## src/hdl/udfu_pkg.sv

```systemverilog
// Shared types, codes and the allowed-transition table for the USB DFU state tracker.
// Depends on nothing; every other file of the block imports it.
package udfu_pkg;

  localparam int unsigned NumStates = 11;

  typedef enum logic [3:0] {
    ST_APP_IDLE   = 4'd0,
    ST_APP_DETACH = 4'd1,
    ST_IDLE       = 4'd2,
    ST_DN_SYNC    = 4'd3,
    ST_DN_BUSY    = 4'd4,
    ST_DN_IDLE    = 4'd5,
    ST_MAN_SYNC   = 4'd6,
    ST_MAN        = 4'd7,
    ST_MAN_WAIT   = 4'd8,
    ST_UP_IDLE    = 4'd9,
    ST_ERROR      = 4'd10
  } state_e;

  typedef enum logic [3:0] {
    CMD_DETACH        = 4'd0,
    CMD_DNLOAD        = 4'd1,
    CMD_UPLOAD        = 4'd2,
    CMD_GETSTATUS     = 4'd3,
    CMD_CLRSTATUS     = 4'd4,
    CMD_GETSTATE      = 4'd5,
    CMD_ABORT         = 4'd6,
    CMD_USBRESET      = 4'd7,
    CMD_POLLTIMEOUT   = 4'd8,
    CMD_DETACHTIMEOUT = 4'd9,
    CMD_INVALID       = 4'd10,
    CMD_POWERRESET    = 4'd11,
    CMD_FORCE         = 4'd12,
    CMD_CHECKED       = 4'd13
  } cmd_e;

  typedef enum logic [1:0] {
    REG_CAN_DOWNLOAD      = 2'd0,
    REG_CAN_UPLOAD        = 2'd1,
    REG_MANIFEST_TOLERANT = 2'd2
  } reg_idx_e;

  typedef struct packed {
    logic can_download;
    logic can_upload;
    logic manifest_tolerant;
  } cfg_t;

  typedef struct packed {
    logic wlength_nonzero;
    logic short_frame;
    logic block_busy;
    logic manifest_busy;
    logic detach_elapsed;
    logic firmware_valid;
    logic length_mismatch;
  } guard_t;

  typedef struct packed {
    state_e next_state;
    logic   accepted;
    logic   event_known;
  } res_t;

  function automatic logic [NumStates-1:0] st_bit(state_e s);
    st_bit = NumStates'(1) << s;
  endfunction

  // Set of states that may follow a given state, used by the checked set.
  function automatic logic [NumStates-1:0] allowed_next(state_e s);
    logic [NumStates-1:0] v;
    unique case (s)
      ST_APP_IDLE:   v = st_bit(ST_APP_DETACH) | st_bit(ST_APP_IDLE);
      ST_APP_DETACH: v = st_bit(ST_APP_IDLE) | st_bit(ST_IDLE) | st_bit(ST_APP_DETACH);
      ST_IDLE:       v = st_bit(ST_IDLE) | st_bit(ST_DN_SYNC) | st_bit(ST_UP_IDLE)
                         | st_bit(ST_ERROR);
      ST_DN_SYNC:    v = st_bit(ST_DN_SYNC) | st_bit(ST_IDLE) | st_bit(ST_DN_IDLE)
                         | st_bit(ST_DN_BUSY) | st_bit(ST_ERROR);
      ST_DN_BUSY:    v = st_bit(ST_DN_SYNC) | st_bit(ST_ERROR);
      ST_DN_IDLE:    v = st_bit(ST_DN_IDLE) | st_bit(ST_IDLE) | st_bit(ST_DN_SYNC)
                         | st_bit(ST_MAN_SYNC) | st_bit(ST_ERROR);
      ST_MAN_SYNC:   v = st_bit(ST_MAN_SYNC) | st_bit(ST_IDLE) | st_bit(ST_MAN)
                         | st_bit(ST_ERROR);
      ST_MAN:        v = st_bit(ST_MAN_SYNC) | st_bit(ST_MAN_WAIT) | st_bit(ST_ERROR);
      ST_MAN_WAIT:   v = st_bit(ST_ERROR);
      ST_UP_IDLE:    v = st_bit(ST_UP_IDLE) | st_bit(ST_IDLE) | st_bit(ST_ERROR);
      ST_ERROR:      v = st_bit(ST_IDLE) | st_bit(ST_ERROR);
      default:       v = '0;
    endcase
    allowed_next = v;
  endfunction

endpackage

```

## src/hdl/usb_dfu_state_tracker.sv

```systemverilog
// Top level of the USB DFU 1.0/1.1 class state tracker: input register, state,
// result register. Depends on udfu_pkg, udfu_cfg_regs and udfu_next_state.
//
//   Channel  Direction  Handshake                 Payload
//   in       sink       in_valid_i / in_stall_o   cmd_i, guard bits, new_state_i
//   out      source     out_valid_o / out_stall_i next_state_o, accepted_o, event_known_o
//   cfg      sink       cfg_valid_i / cfg_ready_o cfg_index_i, cfg_data_i
//
// One item is accepted every cycle while in_stall_o is low. An accepted item is held
// in the input register and then loaded into the result register, which drives
// out_valid_o; a stall at the output can keep it waiting in the input register.
// The DFU state is updated when an item moves from the input register into
// the result register, so the following item already sees it.
// Reset (rst_ni low, asynchronous) puts the state in dfuERROR, restores the
// attribute defaults and empties both registers.
// A stall at the output holds the result; the input register keeps its item
// and in_stall_o rises only when both registers are full.
module usb_dfu_state_tracker (
  input  logic       clk_i,
  input  logic       rst_ni,
  // Input item channel.
  input  logic       in_valid_i,
  output logic       in_stall_o,
  input  logic [3:0] cmd_i,
  input  logic       wlength_nonzero_i,
  input  logic       short_frame_i,
  input  logic       block_busy_i,
  input  logic       manifest_busy_i,
  input  logic       detach_elapsed_i,
  input  logic       firmware_valid_i,
  input  logic       length_mismatch_i,
  input  logic [3:0] new_state_i,
  // Result channel.
  output logic       out_valid_o,
  input  logic       out_stall_i,
  output logic [3:0] next_state_o,
  output logic       accepted_o,
  output logic       event_known_o,
  // Configuration write channel.
  input  logic       cfg_valid_i,
  output logic       cfg_ready_o,
  input  logic [1:0] cfg_index_i,
  input  logic       cfg_data_i
);
  import udfu_pkg::*;

  cfg_t cfg;

  // Input register.
  logic       s1_valid_q, s1_valid_d;
  logic [3:0] s1_cmd_q;
  guard_t     s1_guard_q;
  logic [3:0] s1_new_state_q;

  // Current DFU state.
  state_e state_q, state_d;

  // Result register.
  logic out_valid_q, out_valid_d;
  res_t out_res_q;
  res_t res;

  logic s1_adv;
  logic in_take;

  udfu_cfg_regs u_cfg (
    .clk_i       (clk_i),
    .rst_ni      (rst_ni),
    .cfg_valid_i (cfg_valid_i),
    .cfg_ready_o (cfg_ready_o),
    .cfg_index_i (cfg_index_i),
    .cfg_data_i  (cfg_data_i),
    .cfg_o       (cfg)
  );

  udfu_next_state u_next (
    .state_i     (state_q),
    .cmd_i       (s1_cmd_q),
    .guard_i     (s1_guard_q),
    .new_state_i (s1_new_state_q),
    .cfg_i       (cfg),
    .res_o       (res)
  );

  // The input register moves on whenever the result register is free or being emptied.
  assign s1_adv     = s1_valid_q && (!out_valid_q || !out_stall_i);
  assign in_stall_o = s1_valid_q && !s1_adv;
  assign in_take    = in_valid_i && !in_stall_o;

  always_comb begin
    s1_valid_d  = in_take || (s1_valid_q && !s1_adv);
    out_valid_d = s1_adv || (out_valid_q && out_stall_i);
    state_d     = s1_adv ? res.next_state : state_q;
  end

  always_ff @(posedge clk_i or negedge rst_ni) begin
    if (!rst_ni) begin
      s1_valid_q  <= 1'b0;
      out_valid_q <= 1'b0;
      state_q     <= ST_ERROR;
    end else begin
      s1_valid_q  <= s1_valid_d;
      out_valid_q <= out_valid_d;
      state_q     <= state_d;
    end
  end

  always_ff @(posedge clk_i) begin
    if (in_take) begin
      s1_cmd_q       <= cmd_i;
      s1_new_state_q <= new_state_i;
      s1_guard_q     <= '{wlength_nonzero: wlength_nonzero_i,
                          short_frame:     short_frame_i,
                          block_busy:      block_busy_i,
                          manifest_busy:   manifest_busy_i,
                          detach_elapsed:  detach_elapsed_i,
                          firmware_valid:  firmware_valid_i,
                          length_mismatch: length_mismatch_i};
    end
    if (s1_adv) begin
      out_res_q <= res;
    end
  end

  assign out_valid_o   = out_valid_q;
  assign next_state_o  = out_res_q.next_state;
  assign accepted_o    = out_res_q.accepted;
  assign event_known_o = out_res_q.event_known;

  // The held state always matches the most recently produced result.
  a_state_matches_result: assert property (@(posedge clk_i) disable iff (!rst_ni)
    s1_adv |=> (state_q == out_res_q.next_state))
    else $error("state register differs from the result just produced");

  // A rejected item leaves the state untouched.
  a_reject_holds_state: assert property (@(posedge clk_i) disable iff (!rst_ni)
    (s1_adv && !res.accepted) |=> $stable(state_q))
    else $error("state changed on a rejected item");

  // Without an item in the input register the state cannot move.
  a_idle_holds_state: assert property (@(posedge clk_i) disable iff (!rst_ni)
    !s1_valid_q |=> $stable(state_q))
    else $error("state changed with no item in flight");

  // Input is held off only when both registers are occupied and the output stalls.
  a_stall_only_when_full: assert property (@(posedge clk_i) disable iff (!rst_ni)
    in_stall_o |-> (s1_valid_q && out_valid_q && out_stall_i))
    else $error("input stalled while a register was free");

endmodule

```

## src/hdl/udfu_cfg_regs.sv

```systemverilog
// Device attribute registers of the USB DFU state tracker.
// Depends on udfu_pkg for the register indexes and the cfg_t bundle.
module udfu_cfg_regs (
  input  logic          clk_i,
  input  logic          rst_ni,
  input  logic          cfg_valid_i,
  output logic          cfg_ready_o,
  input  logic [1:0]    cfg_index_i,
  input  logic          cfg_data_i,
  output udfu_pkg::cfg_t cfg_o
);
  import udfu_pkg::*;

  cfg_t cfg_q, cfg_d;

  assign cfg_ready_o = 1'b1;

  always_comb begin
    cfg_d = cfg_q;
    if (cfg_valid_i) begin
      unique case (cfg_index_i)
        REG_CAN_DOWNLOAD:      cfg_d.can_download      = cfg_data_i;
        REG_CAN_UPLOAD:        cfg_d.can_upload        = cfg_data_i;
        REG_MANIFEST_TOLERANT: cfg_d.manifest_tolerant = cfg_data_i;
        default:               cfg_d = cfg_q;  // Index beyond the list is ignored.
      endcase
    end
  end

  always_ff @(posedge clk_i or negedge rst_ni) begin
    if (!rst_ni) begin
      cfg_q <= '{can_download: 1'b1, can_upload: 1'b1, manifest_tolerant: 1'b0};
    end else begin
      cfg_q <= cfg_d;
    end
  end

  assign cfg_o = cfg_q;

endmodule

```

## src/hdl/udfu_next_state.sv

```systemverilog
// Combinational next-state logic of the DFU class state machine.
// Depends on udfu_pkg for states, commands, guards and the transition table.
module udfu_next_state (
  input  udfu_pkg::state_e state_i,
  input  logic [3:0]       cmd_i,
  input  udfu_pkg::guard_t guard_i,
  input  logic [3:0]       new_state_i,
  input  udfu_pkg::cfg_t   cfg_i,
  output udfu_pkg::res_t   res_o
);
  import udfu_pkg::*;

  state_e               ev_nxt;
  logic                 ev_ok;
  logic                 ev_known;
  logic                 is_reset;
  state_e               after_reset;
  logic                 prop_ok;
  logic [NumStates-1:0] allow_vec;

  assign is_reset    = (cmd_i == CMD_USBRESET) || (cmd_i == CMD_POWERRESET);
  assign after_reset = guard_i.firmware_valid ? ST_APP_IDLE : ST_ERROR;
  assign allow_vec   = allowed_next(state_i);
  assign prop_ok     = (new_state_i <= ST_ERROR);

  // Event transitions; only meaningful when cmd_i is a DFU event code.
  always_comb begin
    ev_nxt   = state_i;
    ev_ok    = 1'b1;
    ev_known = 1'b1;
    priority if (state_i == ST_APP_IDLE) begin
      if (cmd_i == CMD_DETACH) begin
        ev_nxt = ST_APP_DETACH;
      end else if (cmd_i == CMD_GETSTATUS || cmd_i == CMD_GETSTATE) begin
        ev_nxt = state_i;
      end else begin
        ev_ok    = 1'b0;
        ev_known = 1'b0;
      end
    end else if (state_i == ST_APP_DETACH) begin
      if (cmd_i == CMD_GETSTATUS || cmd_i == CMD_GETSTATE) begin
        ev_nxt = state_i;
      end else if (cmd_i == CMD_POWERRESET) begin
        ev_nxt = ST_IDLE;
      end else if (cmd_i == CMD_USBRESET) begin
        ev_nxt = guard_i.detach_elapsed ? ST_APP_IDLE : ST_IDLE;
      end else begin
        ev_nxt = ST_APP_IDLE;
      end
    end else if (is_reset) begin
      // All DFU-mode states treat a USB or power reset alike.
      ev_nxt = after_reset;
    end else begin
      unique case (state_i)
        ST_IDLE: begin
          if (cmd_i == CMD_DNLOAD) begin
            ev_nxt = (guard_i.wlength_nonzero && cfg_i.can_download) ? ST_DN_SYNC : ST_ERROR;
          end else if (cmd_i == CMD_UPLOAD) begin
            ev_nxt = cfg_i.can_upload ? ST_UP_IDLE : ST_ERROR;
          end else if (cmd_i == CMD_ABORT || cmd_i == CMD_GETSTATUS
                       || cmd_i == CMD_GETSTATE) begin
            ev_nxt = ST_IDLE;
          end else begin
            ev_nxt = ST_ERROR;
          end
        end
        ST_DN_SYNC: begin
          if (cmd_i == CMD_GETSTATUS) begin
            ev_nxt = guard_i.block_busy ? ST_DN_BUSY : ST_DN_IDLE;
          end else if (cmd_i == CMD_GETSTATE) begin
            ev_nxt = state_i;
          end else if (cmd_i == CMD_ABORT) begin
            ev_nxt = ST_IDLE;
          end else begin
            ev_nxt = ST_ERROR;
          end
        end
        ST_DN_BUSY: begin
          ev_nxt = (cmd_i == CMD_POLLTIMEOUT) ? ST_DN_SYNC : ST_ERROR;
        end
        ST_DN_IDLE: begin
          if (cmd_i == CMD_DNLOAD) begin
            if (guard_i.wlength_nonzero) begin
              ev_nxt = ST_DN_SYNC;
            end else begin
              ev_nxt = guard_i.length_mismatch ? ST_ERROR : ST_MAN_SYNC;
            end
          end else if (cmd_i == CMD_ABORT) begin
            ev_nxt = ST_IDLE;
          end else if (cmd_i == CMD_GETSTATUS || cmd_i == CMD_GETSTATE) begin
            ev_nxt = state_i;
          end else begin
            ev_nxt = ST_ERROR;
          end
        end
        ST_MAN_SYNC: begin
          if (cmd_i == CMD_GETSTATUS) begin
            if (guard_i.manifest_busy) begin
              ev_nxt = ST_MAN;
            end else begin
              ev_nxt = cfg_i.manifest_tolerant ? ST_IDLE : ST_ERROR;
            end
          end else if (cmd_i == CMD_GETSTATE) begin
            ev_nxt = state_i;
          end else if (cmd_i == CMD_ABORT) begin
            ev_nxt = ST_IDLE;
          end else begin
            ev_nxt = ST_ERROR;
          end
        end
        ST_MAN: begin
          if (cmd_i == CMD_POLLTIMEOUT) begin
            ev_nxt = cfg_i.manifest_tolerant ? ST_MAN_SYNC : ST_MAN_WAIT;
          end else begin
            ev_nxt = ST_ERROR;
          end
        end
        ST_MAN_WAIT: begin
          // Only a reset leaves this state; anything else is unknown but holds.
          ev_known = 1'b0;
          ev_nxt   = ST_MAN_WAIT;
        end
        ST_UP_IDLE: begin
          if (cmd_i == CMD_UPLOAD) begin
            if (guard_i.wlength_nonzero && !guard_i.short_frame) begin
              ev_nxt = ST_UP_IDLE;
            end else if (guard_i.short_frame) begin
              ev_nxt = ST_IDLE;
            end else begin
              ev_nxt = ST_ERROR;
            end
          end else if (cmd_i == CMD_ABORT) begin
            ev_nxt = ST_IDLE;
          end else if (cmd_i == CMD_GETSTATUS || cmd_i == CMD_GETSTATE) begin
            ev_nxt = state_i;
          end else begin
            ev_nxt = ST_ERROR;
          end
        end
        ST_ERROR: begin
          if (cmd_i == CMD_GETSTATUS || cmd_i == CMD_GETSTATE) begin
            ev_nxt = state_i;
          end else if (cmd_i == CMD_CLRSTATUS) begin
            ev_nxt = ST_IDLE;
          end else begin
            ev_nxt = ST_ERROR;
          end
        end
        default: begin
          ev_ok    = 1'b0;
          ev_known = 1'b0;
        end
      endcase
    end
  end

  // Command selection: DFU events, forced load, checked set, or nothing.
  always_comb begin
    res_o = '{next_state: state_i, accepted: 1'b0, event_known: 1'b0};
    if (cmd_i <= CMD_POWERRESET) begin
      res_o.event_known = ev_known;
      res_o.accepted    = ev_ok;
      if (ev_ok) begin
        res_o.next_state = ev_nxt;
      end
    end else if (cmd_i == CMD_FORCE) begin
      if (prop_ok) begin
        res_o.next_state = state_e'(new_state_i);
        res_o.accepted   = 1'b1;
      end
    end else if (cmd_i == CMD_CHECKED) begin
      if (prop_ok && allow_vec[new_state_i]) begin
        res_o.next_state = state_e'(new_state_i);
        res_o.accepted   = 1'b1;
      end
    end
  end

endmodule
```

## config.mk

```make
export PLATFORM = sky130hd
export DESIGN_NAME = usb_dfu_state_tracker
export DESIGN_NICKNAME = d
export VERILOG_FILES = /design/src/hdl/udfu_pkg.sv /design/src/hdl/usb_dfu_state_tracker.sv /design/src/hdl/udfu_cfg_regs.sv /design/src/hdl/udfu_next_state.sv
export SDC_FILE = /design/constraint.sdc
export NUM_CORES = 1
export LEC_CHECK = 0
export BUFFER_PORTS_ARGS = -buffer_cell sky130_fd_sc_hd__buf_2
export CAP_MARGIN = 10
export CORE_MARGIN = 2
export CORE_UTILIZATION = 58
export DETAILED_ROUTE_END_ITERATION = 12
export HOLD_SLACK_MARGIN = 0.1
export PLACE_DENSITY = 0.81
export SYNTH_ARGS = -nofsm -noshare
export SYNTH_HDL_FRONTEND = slang
export SYNTH_HIERARCHICAL = 1
export SYNTH_SLANG_ARGS = --single-unit
export TNS_END_PERCENT = 20
```

## constraint.sdc

```tcl
create_clock -name clk_i -period 3 [get_ports clk_i]
set_input_delay 0.15 -clock clk_i [delete_from_list [all_inputs] [get_ports clk_i]]
set_output_delay 0.15 -clock clk_i [all_outputs]
set_load 0.02 [all_outputs]
```

# --- After elaboration in Yosys (flattened, before gate mapping) ---
# Memory sizes are Yosys's and may differ from the RTL's.
# Index checks and enable logic that the tools add are counted.
# Widths: inputs -> output; s select.
word_totals:
  register_bits: 30
  romBits: 176
  inputBits: 23
  mem_count: 1
mem_list:
  columns: ["name", "words", "width", "read_ports", "rd_clocked_by_memory_dff", "write_ports", "line_no", "text"]
  rows:
  - ["(name not given)", 16, 11, 1, 0, 0, "udfu_pkg.sv:73", "unique case (s)"]
classes:
  order_cmp: 3
  n_eq_ne: 23
  n_mux: 53
  reduce_logical: 27
op_table:
  columns: ["cell", "n"]
  rows:
  - ["$mux 4", 32]
  - ["$pmux 4 s9", 1]
  - ["$eq 4x3->1 const B", 8]
  - ["$eq 4x4->1 const B", 7]
  - ["$mux 5", 5]
  - ["$eq 4x2->1 const B", 4]
  - ["$mux 1", 12]
  - ["$reduce_or 9->1", 1]
  - ["$eq 4x1->1 const B", 2]
  - ["$le 4x4->1 const B", 2]
  - ["$logic_not 4->1", 2]
  - ["$reduce_or 8->1", 1]
  - ["$logic_and 1x1->1", 7]
  - ["$logic_or 1x1->1", 7]
  - ["$reduce_and 2->1", 3]
  - ["$logic_not 1->1", 5]
  - ["$lt 4x5->1 const B", 1]
  - ["$bmux 1 s4", 1]
  - ["$mux 2", 2]
  - ["$eq 2x1->1 const B", 1]
  - ["$eq 2x2->1 const B", 1]
  - ["$logic_not 2->1", 1]

# --- Longest topological paths before layout ---
# Gate-level depths: netlist of run 1.
depth:
  depth_word: 12
  ltp_mapped: 11
  ltp_nobuf: 9

# --- Hierarchy ---
# The synthesis of run 1 kept the hierarchy.
by_module_without_submodules:
  columns: ["mod", "n_inst", "cells_each", "area_each_um2", "seq_area_each_um2"]
  rows:
  - ["udfu_next_state", 1, 220, 1388.8, 0.0]
  - ["usb_dfu_state_tracker", 1, 37, 877.1, 783.3]
  - ["udfu_cfg_regs", 1, 11, 150.1, 77.6]

# --- Worst setup path after synthesis of run 1 ---
# No wires, ideal clock.
synth_path:
  path_kind: "register to register"
  startpoint: "register state_q[0]"
  endpoint: "register state_q[1]"
  t_arrival_ns: 2.336
  path_slack_ns: 0.582
  path_stages_with_launch: 11
  path_buffers: 1
  synth_period_minus_slack_ns: 2.418
  path_cell_list: "dfrtp_1 clkbuf_1 inv_1 ha_1 inv_1 o211ai_1 a41oi_1 o2111ai_1 mux2_2 o211a_1 mux2_2"
synth_rtl:
  columns: ["item", "line_no", "text"]
  rows:
  - ["start: declaration", "usb_dfu_state_tracker.sv:56", "state_e state_q, state_d;"]
  - ["start signal: assignment", "usb_dfu_state_tracker.sv:104", "state_q <= state_d;"]

==> metrics.txt, run 1 <==
status=finished, final reports clean; Die W=68.5 µm; Critical Path AT=2.94 ns; ANT cells=0; most frequent cells in the layout=buf_2, edfxtp_1, nand2_1, o21ai_0, dlygate4sd3_1; Critical Path Start Type=flip-flop; routability cong.=1.12; Inserted Clock Buffers=5; Worst setup EP type=flip-flop; Worst Tran Pin Value=0.694 ns; Critical Path Most Common Cell=inv_1; CP Cell Sequence=inv_1, ha_1, inv_1, o2111a_1, o211ai_2, a21oi_1, o21ai_0, nand4_1, mux2_2; final setup violating endpoints=0; Cell Area, Synth=0.00242 mm²; CTS tree=done; largest net degree at the start of global routing=26; Routed Antenna Nets=0; Worst path slowest cell=dfrtp_1; #FFs+latches synth=30; vias per inst=6.55; area growth from synthesis to layout=18.2%; layout cells sized above 1=21.1%; Slowest Stage Delay on Critical Path=0.50 ns; clk_skew=0.00531 ns; core area=0.00400 mm²; Post-CTS Setup Inserts=0; largest family of logic cells by synthesized area=compound AO/OA/AOI/OAI gates; required time of the critical path=3.16 ns; hold slack=0.114 ns; Tcrit/Tclk final=92.8%; clk buf depth=2; number of fillers in the final layout=324; H-tree depth=2; clock transition at the registers of the reported paths=0.06 ns; Slew Limit Headroom=53.7%; Final Cell Area=0.00286 mm²; Die Footprint=0.00470 mm²; post-synthesis sequential area ratio=35.6%; mean post-synth cell area=9.02 µm²; 1st-pass router iterations=5; RSZ-0062 raised after global routing=false; Min Clock Period, post-route=2.78 ns; Hold Path Class=primary input to flip-flop; Synth Area in XOR/XNOR=1.09%; post-DP HPWL=4520 µm; I/O Buffers=30; Main synth FF type=edfxtp_1; number of global-route vias before repair=2058; root buffer selected by CTS=clkbuf_8; via count=2379; Synthesized Nets=297; Sink Count=30; grt total ovfl=0; CP max FO=8; Leak=1.08 nW; clock latency at the later pin of the worst-skew pair=0.28 ns; commonest non-fill, non-tap cell in the layout=buf_2; EDFF count, synth=21; die span in y=68.5 µm; Placed Area=0.00260 mm²; Yosys warning count=6; fin. max-slew vios=0; GRT Overall Usage=29.4%; first-pass GRT wire length=10200 µm; share of flip-flops with an asynchronous set or reset=30.0%; DR DRC count=0; num rows=23; # IOs=32; final wirelength=6250 µm; GRT met2 Usage=44.5%; Final Net Count=341; Total Power=2.12 mW; post-DR wirelength/cell=17.2 µm; Post-Synth Adder-Cell Area=3.11%; busiest grt layer=met2; mux cell area share after synthesis=5.49%; Fmax achieved=359 MHz; cell count after synthesis=268; Max-Cap Viols=0; setup TNS=0 ns; Pwr Density=743 mW/mm²; Synth cell types=69; met3 GRT Util=6.01%; Initial DRC Count=282; Place WS=0.229 ns; Synth Area in Compound Gates=25.6%; starting density of the core=60.4%; Hold Vio Cnt, Final=0; flop2flop setup slack=0.22 ns; simple-gate share of the synthesized area=23.6%; GR Util met1=42.8%; VDD IR max=0.000331 V; crit path setup slack, layout=0.217 ns; initial antenna violation count=0; CP Class=flip-flop to flip-flop
final cells by class:
type                            count  area (µm²)  area share (%)
Clock buffer                        8        80.1            2.80
Multi-Input combinational cell    209        1430            50.0
Sequential cell                    30         861            30.1
Tap cell                           50        62.6            2.19
Inverter                           10        37.5            1.31
Timing Repair Buffer               56         388            13.6
state kept, by name, indices dropped and copies added, names as in the netlist:
name	cells
s1_guard_q	7
next_state_o	4
s1_cmd_q	4
s1_new_state_q	4
state_q	4
u_cfg/cfg_o	3
accepted_o	1
event_known_o	1
out_valid_o	1
s1_valid_q	1
where the power goes:
group / switching (mW) / internal, mW
sequential: 0.126 / 0.566
combinational: 0.665 / 0.461
clock: 0.141 / 0.164
synthesized netlist by cell type, types with 5 or more instances:
master / number / share of area [%]
nor3_1: 11 / 2.3
buf_2: 11 / 2.3
nor2b_1: 7 / 1.8
dfrtp_1: 5 / 5.2
nand2_1: 18 / 2.8
nand4_1: 5 / 1.3
o21ai_0: 18 / 3.7
clkbuf_1: 6 / 0.93
edfxtp_1: 21 / 26
o211ai_1: 6 / 1.9
a21oi_1: 16 / 3.3
nor2_1: 16 / 2.5
inv_1: 10 / 1.6
ha_1: 6 / 3.1
mux2_2: 8 / 3.7
and2_1: 5 / 1.3
nand3_1: 9 / 1.9
nand2b_1: 8 / 2.1
nand3b_1: 5 / 1.6
logic make-up (layout without fill, tap and decap cells):
logic type | count (synthesis) | count (layout)
compound gates | 85 | 85
mux | 12 | 12
fa+ha+maj | 6 | 6
flops | 30 | 30
simple gates | 102 | 102
buf+inv | 29 | 74
xor+xnor | 3 | 3
other cells | 1 | 1
through the flow:
stage	cells	util, %
2_1_floorplan	268	-
3_3_place_gp	338	65.1
3_5_place_dp	338	65.1
4_1_cts	363	71.3
5_1_grt	363	71.4
6_report	363	71.4
critical path: cells and delay by family (launching register included):
kind	cells	cell delay, ns
buffers and inverters	2	0.41
adder cells (fa/ha/maj)	1	0.38
AO/OA/AOI/OAI	4	0.92
AND/OR/NAND/NOR	1	0.17
multiplexers	1	0.29
flip-flops	1	0.50
final timing paths:
path,startpoint,to,cells past startpoint
min in group asynchronous,rst_ni,state_q[0]$_DFFE_PN0P_,2
max in group asynchronous,rst_ni,u_cfg/cfg_o[1]$_DFFE_PN1P_,2
hold reg to reg,s1_valid_q$_DFF_PN0_,out_valid_o$_DFF_PN0_,1
setup / recovery,state_q[0]$_DFFE_PN0P_,state_q[0]$_DFFE_PN0P_,9
setup reg to reg,state_q[0]$_DFFE_PN0P_,state_q[0]$_DFFE_PN0P_,9
hold / removal,cfg_data_i,u_cfg/cfg_o[0]$_DFFE_PN0P_,2
per-layer routing:
metal,up-vias,wire [µm],part of all wire (%)
li1,1107,-,-
met1,1085,2650,42
met2,163,2830,45
met3,24,630,10
met4,0,141,2.3
met5,-,0,0
what timing repair did:
item	CTS	global route
setup endpoints to repair	0	1
resized for setup	0	1
hold endpoints to repair	25	0
hold buffers	17	0
No activity file was read; power rests on OpenSTA's default activity.
==> run 2, diff against run 1 <==
--- a/config.mk
+++ b/config.mk
@@ -8,10 +8,11 @@
 export BUFFER_PORTS_ARGS = -buffer_cell sky130_fd_sc_hd__buf_2
 export CAP_MARGIN = 10
 export CORE_MARGIN = 2
-export CORE_UTILIZATION = 58
+export CORE_UTILIZATION = 60
+export CTS_BUF_LIST = sky130_fd_sc_hd__clkbuf_4
 export DETAILED_ROUTE_END_ITERATION = 12
 export HOLD_SLACK_MARGIN = 0.1
-export PLACE_DENSITY = 0.81
+export PLACE_DENSITY = 0.84
 export SYNTH_ARGS = -nofsm -noshare
 export SYNTH_HDL_FRONTEND = slang
 export SYNTH_HIERARCHICAL = 1
==> metrics.txt, run 2 (same netlist as run 1, synthesis figures left out) <==
status=finished, final reports clean; first-pass GRT wire length=9690 µm (-4.9%); flop2flop setup slack=0.14 ns (-0.07 ns); VDD IR max=0.000399 V (+21%); 1st-pass router iterations=6 (+1); GRT Overall Usage=29.1% (-0.31 points); Worst setup EP type=flip-flop; Min Clock Period, post-route=2.86 ns (+0.0748 ns); required time of the critical path=3.22 ns (+0.06 ns); Die Footprint=0.00455 mm² (-3.1%); CP max FO=9 (+1); num rows=23 (unchanged); Most flops, register=s1_guard_q; Tcrit/Tclk final=95.3% (+2.5 points); Routed Antenna Nets=0 (unchanged); Final Net Count=341 (unchanged); via count=2382 (+0.13%); # IOs=32 (unchanged); Worst Tran Pin Value=0.695 ns (+0.000819 ns); Critical Path AT=3.08 ns (+0.14 ns); root buffer selected by CTS=clkbuf_4; grt total ovfl=0 (unchanged); core area=0.00394 mm² (-1.4%); number of global-route vias before repair=1983 (-3.6%); Sink Count=30 (unchanged); most frequent cells in the layout=buf_2, edfxtp_1, dlygate4sd3_1; die span in y=67.5 µm (-1.6%); Initial DRC Count=287 (+1.8%); clock transition at the registers of the reported paths=0.10 ns (+0.04 ns); Inserted Clock Buffers=5 (unchanged); CTS tree=done; Leak=1.07 nW (-0.56%); clk_skew=0.0114 ns (+0.00607 ns); final wirelength=6110 µm (-2.3%); starting density of the core=61.3% (+0.88 points); post-DR wirelength/cell=16.8 µm (-2.3%); area growth from synthesis to layout=17.2%; Pwr Density=725 mW/mm² (-2.5%); I/O Buffers=30 (unchanged); Fmax achieved=350 MHz (-2.6%); setup TNS=0 ns (unchanged); Max-Cap Viols=0 (unchanged); H-tree depth=2 (unchanged); initial antenna violation count=0 (unchanged); layout cells sized above 1=20.8% (-0.32 points); clock latency at the later pin of the worst-skew pair=0.34 ns (+0.06 ns); largest net degree at the start of global routing=25 (-3.8%); DR DRC count=0 (unchanged); Hold Vio Cnt, Final=0 (unchanged); final core occ=71.9% (+0.44 points); Placed Area=0.00259 mm² (-0.58%); final setup violating endpoints=0 (unchanged); routability cong.=1.05 (-5.8%); Post-CTS Hold Buffers=19 (+2); Post-CTS Setup Inserts=0 (unchanged); clk buf depth=2 (unchanged); Slew Limit Headroom=53.7% (-0.055 points); CP Class=flip-flop to flip-flop; fin. max-slew vios=0 (unchanged); Final Cell Area=0.00283 mm² (-0.83%); RSZ-0062 raised after global routing=false; post-DP HPWL=4320 µm (-4.3%); vias per inst=6.56 (+0.13%); # resized after CTS=0 (unchanged); ANT cells=0 (unchanged); max FFs per register=7 (unchanged); Hold Path Class=primary input to flip-flop; Die W=67.5 µm (-1.6%); Critical Path Start Type=flip-flop; commonest non-fill, non-tap cell in the layout=buf_2
-- run 2: cell types whose count changed in the layout (fill, tap and decap cells not counted) --
cell,change
dlygate4sd3_1,+2
clkbuf_8,-5
clkinv_2,+1
ha_2,-1
clkbuf_4,+6
clkinv_1,+1
buf_4,-2
ha_1,+1
clkbuf_1,-3
-- run 2: worst paths after layout --
kind | startpoint | cells after the start | to
hold reg to reg | s1_valid_q$_DFF_PN0_ | 1 | out_valid_o$_DFF_PN0_
min in group asynchronous | rst_ni | 2 | state_q[2]$_DFFE_PN0P_
hold / removal | cfg_valid_i | 3 | u_cfg/cfg_o[0]$_DFFE_PN0P_
setup / recovery | state_q[1]$_DFFE_PN1P_ | 9 | state_q[2]$_DFFE_PN0P_
max in group asynchronous | rst_ni | 2 | u_cfg/cfg_o[1]$_DFFE_PN1P_
setup reg to reg | state_q[1]$_DFFE_PN1P_ | 9 | state_q[2]$_DFFE_PN0P_
-- run 2: final cells by class --
cell class	count	area, µm²
Tap cell	50	62.6
Multi-Input combinational cell	209	1430
Timing Repair Buffer	56	393
Clock buffer	6	45.0
Sequential cell	30	861
Inverter	10	37.5
Clock inverter	2	8.76
Fill cell	301	1110
-- run 2: where the power goes --
part | switching, mW | internal, mW | total (mW)
Clock | 0.138 | 0.0968 | 0.235
Combinational | 0.662 | 0.463 | 1.12
Sequential | 0.130 | 0.565 | 0.694
Total | 0.929 | 1.12 | 2.05
-- run 2: metrics by stage --
step | setup slack (ns) | power (mW) | instances | hold slack [ns]
CTS | 0.241 | 2.02 | 363 | 0.156
finish | 0.142 | 2.05 | 363 | 0.173
global route | 0.0475 | 2.18 | 363 | 0.171
floorplan | 0.582 | 1.49 | 268 | -0.146
global placement | 0.311 | 1.76 | 336 | 0.0211
detailed placement | 0.281 | 1.76 | 336 | 0.0212
-- run 2: layer usage --
layer | track usage [%] | vias up | share of wire [%]
met5 | 0 | - | 0
met4 | 8.42 | 0 | 2.1
met2 | 44.3 | 158 | 45
met3 | 6.17 | 21 | 9.6
li1 | - | 1109 | -
met1 | 41.8 | 1094 | 44
-- run 2: critical path: stages (launching register included) --
cell,delay (ns)
dfstp_2,0.64
inv_1,0.14
ha_1,0.33
inv_1,0.21
o211ai_1,0.10
a41oi_1,0.26
o2111ai_1,0.29
a21boi_1,0.32
o211ai_1,0.16
mux2_2,0.28
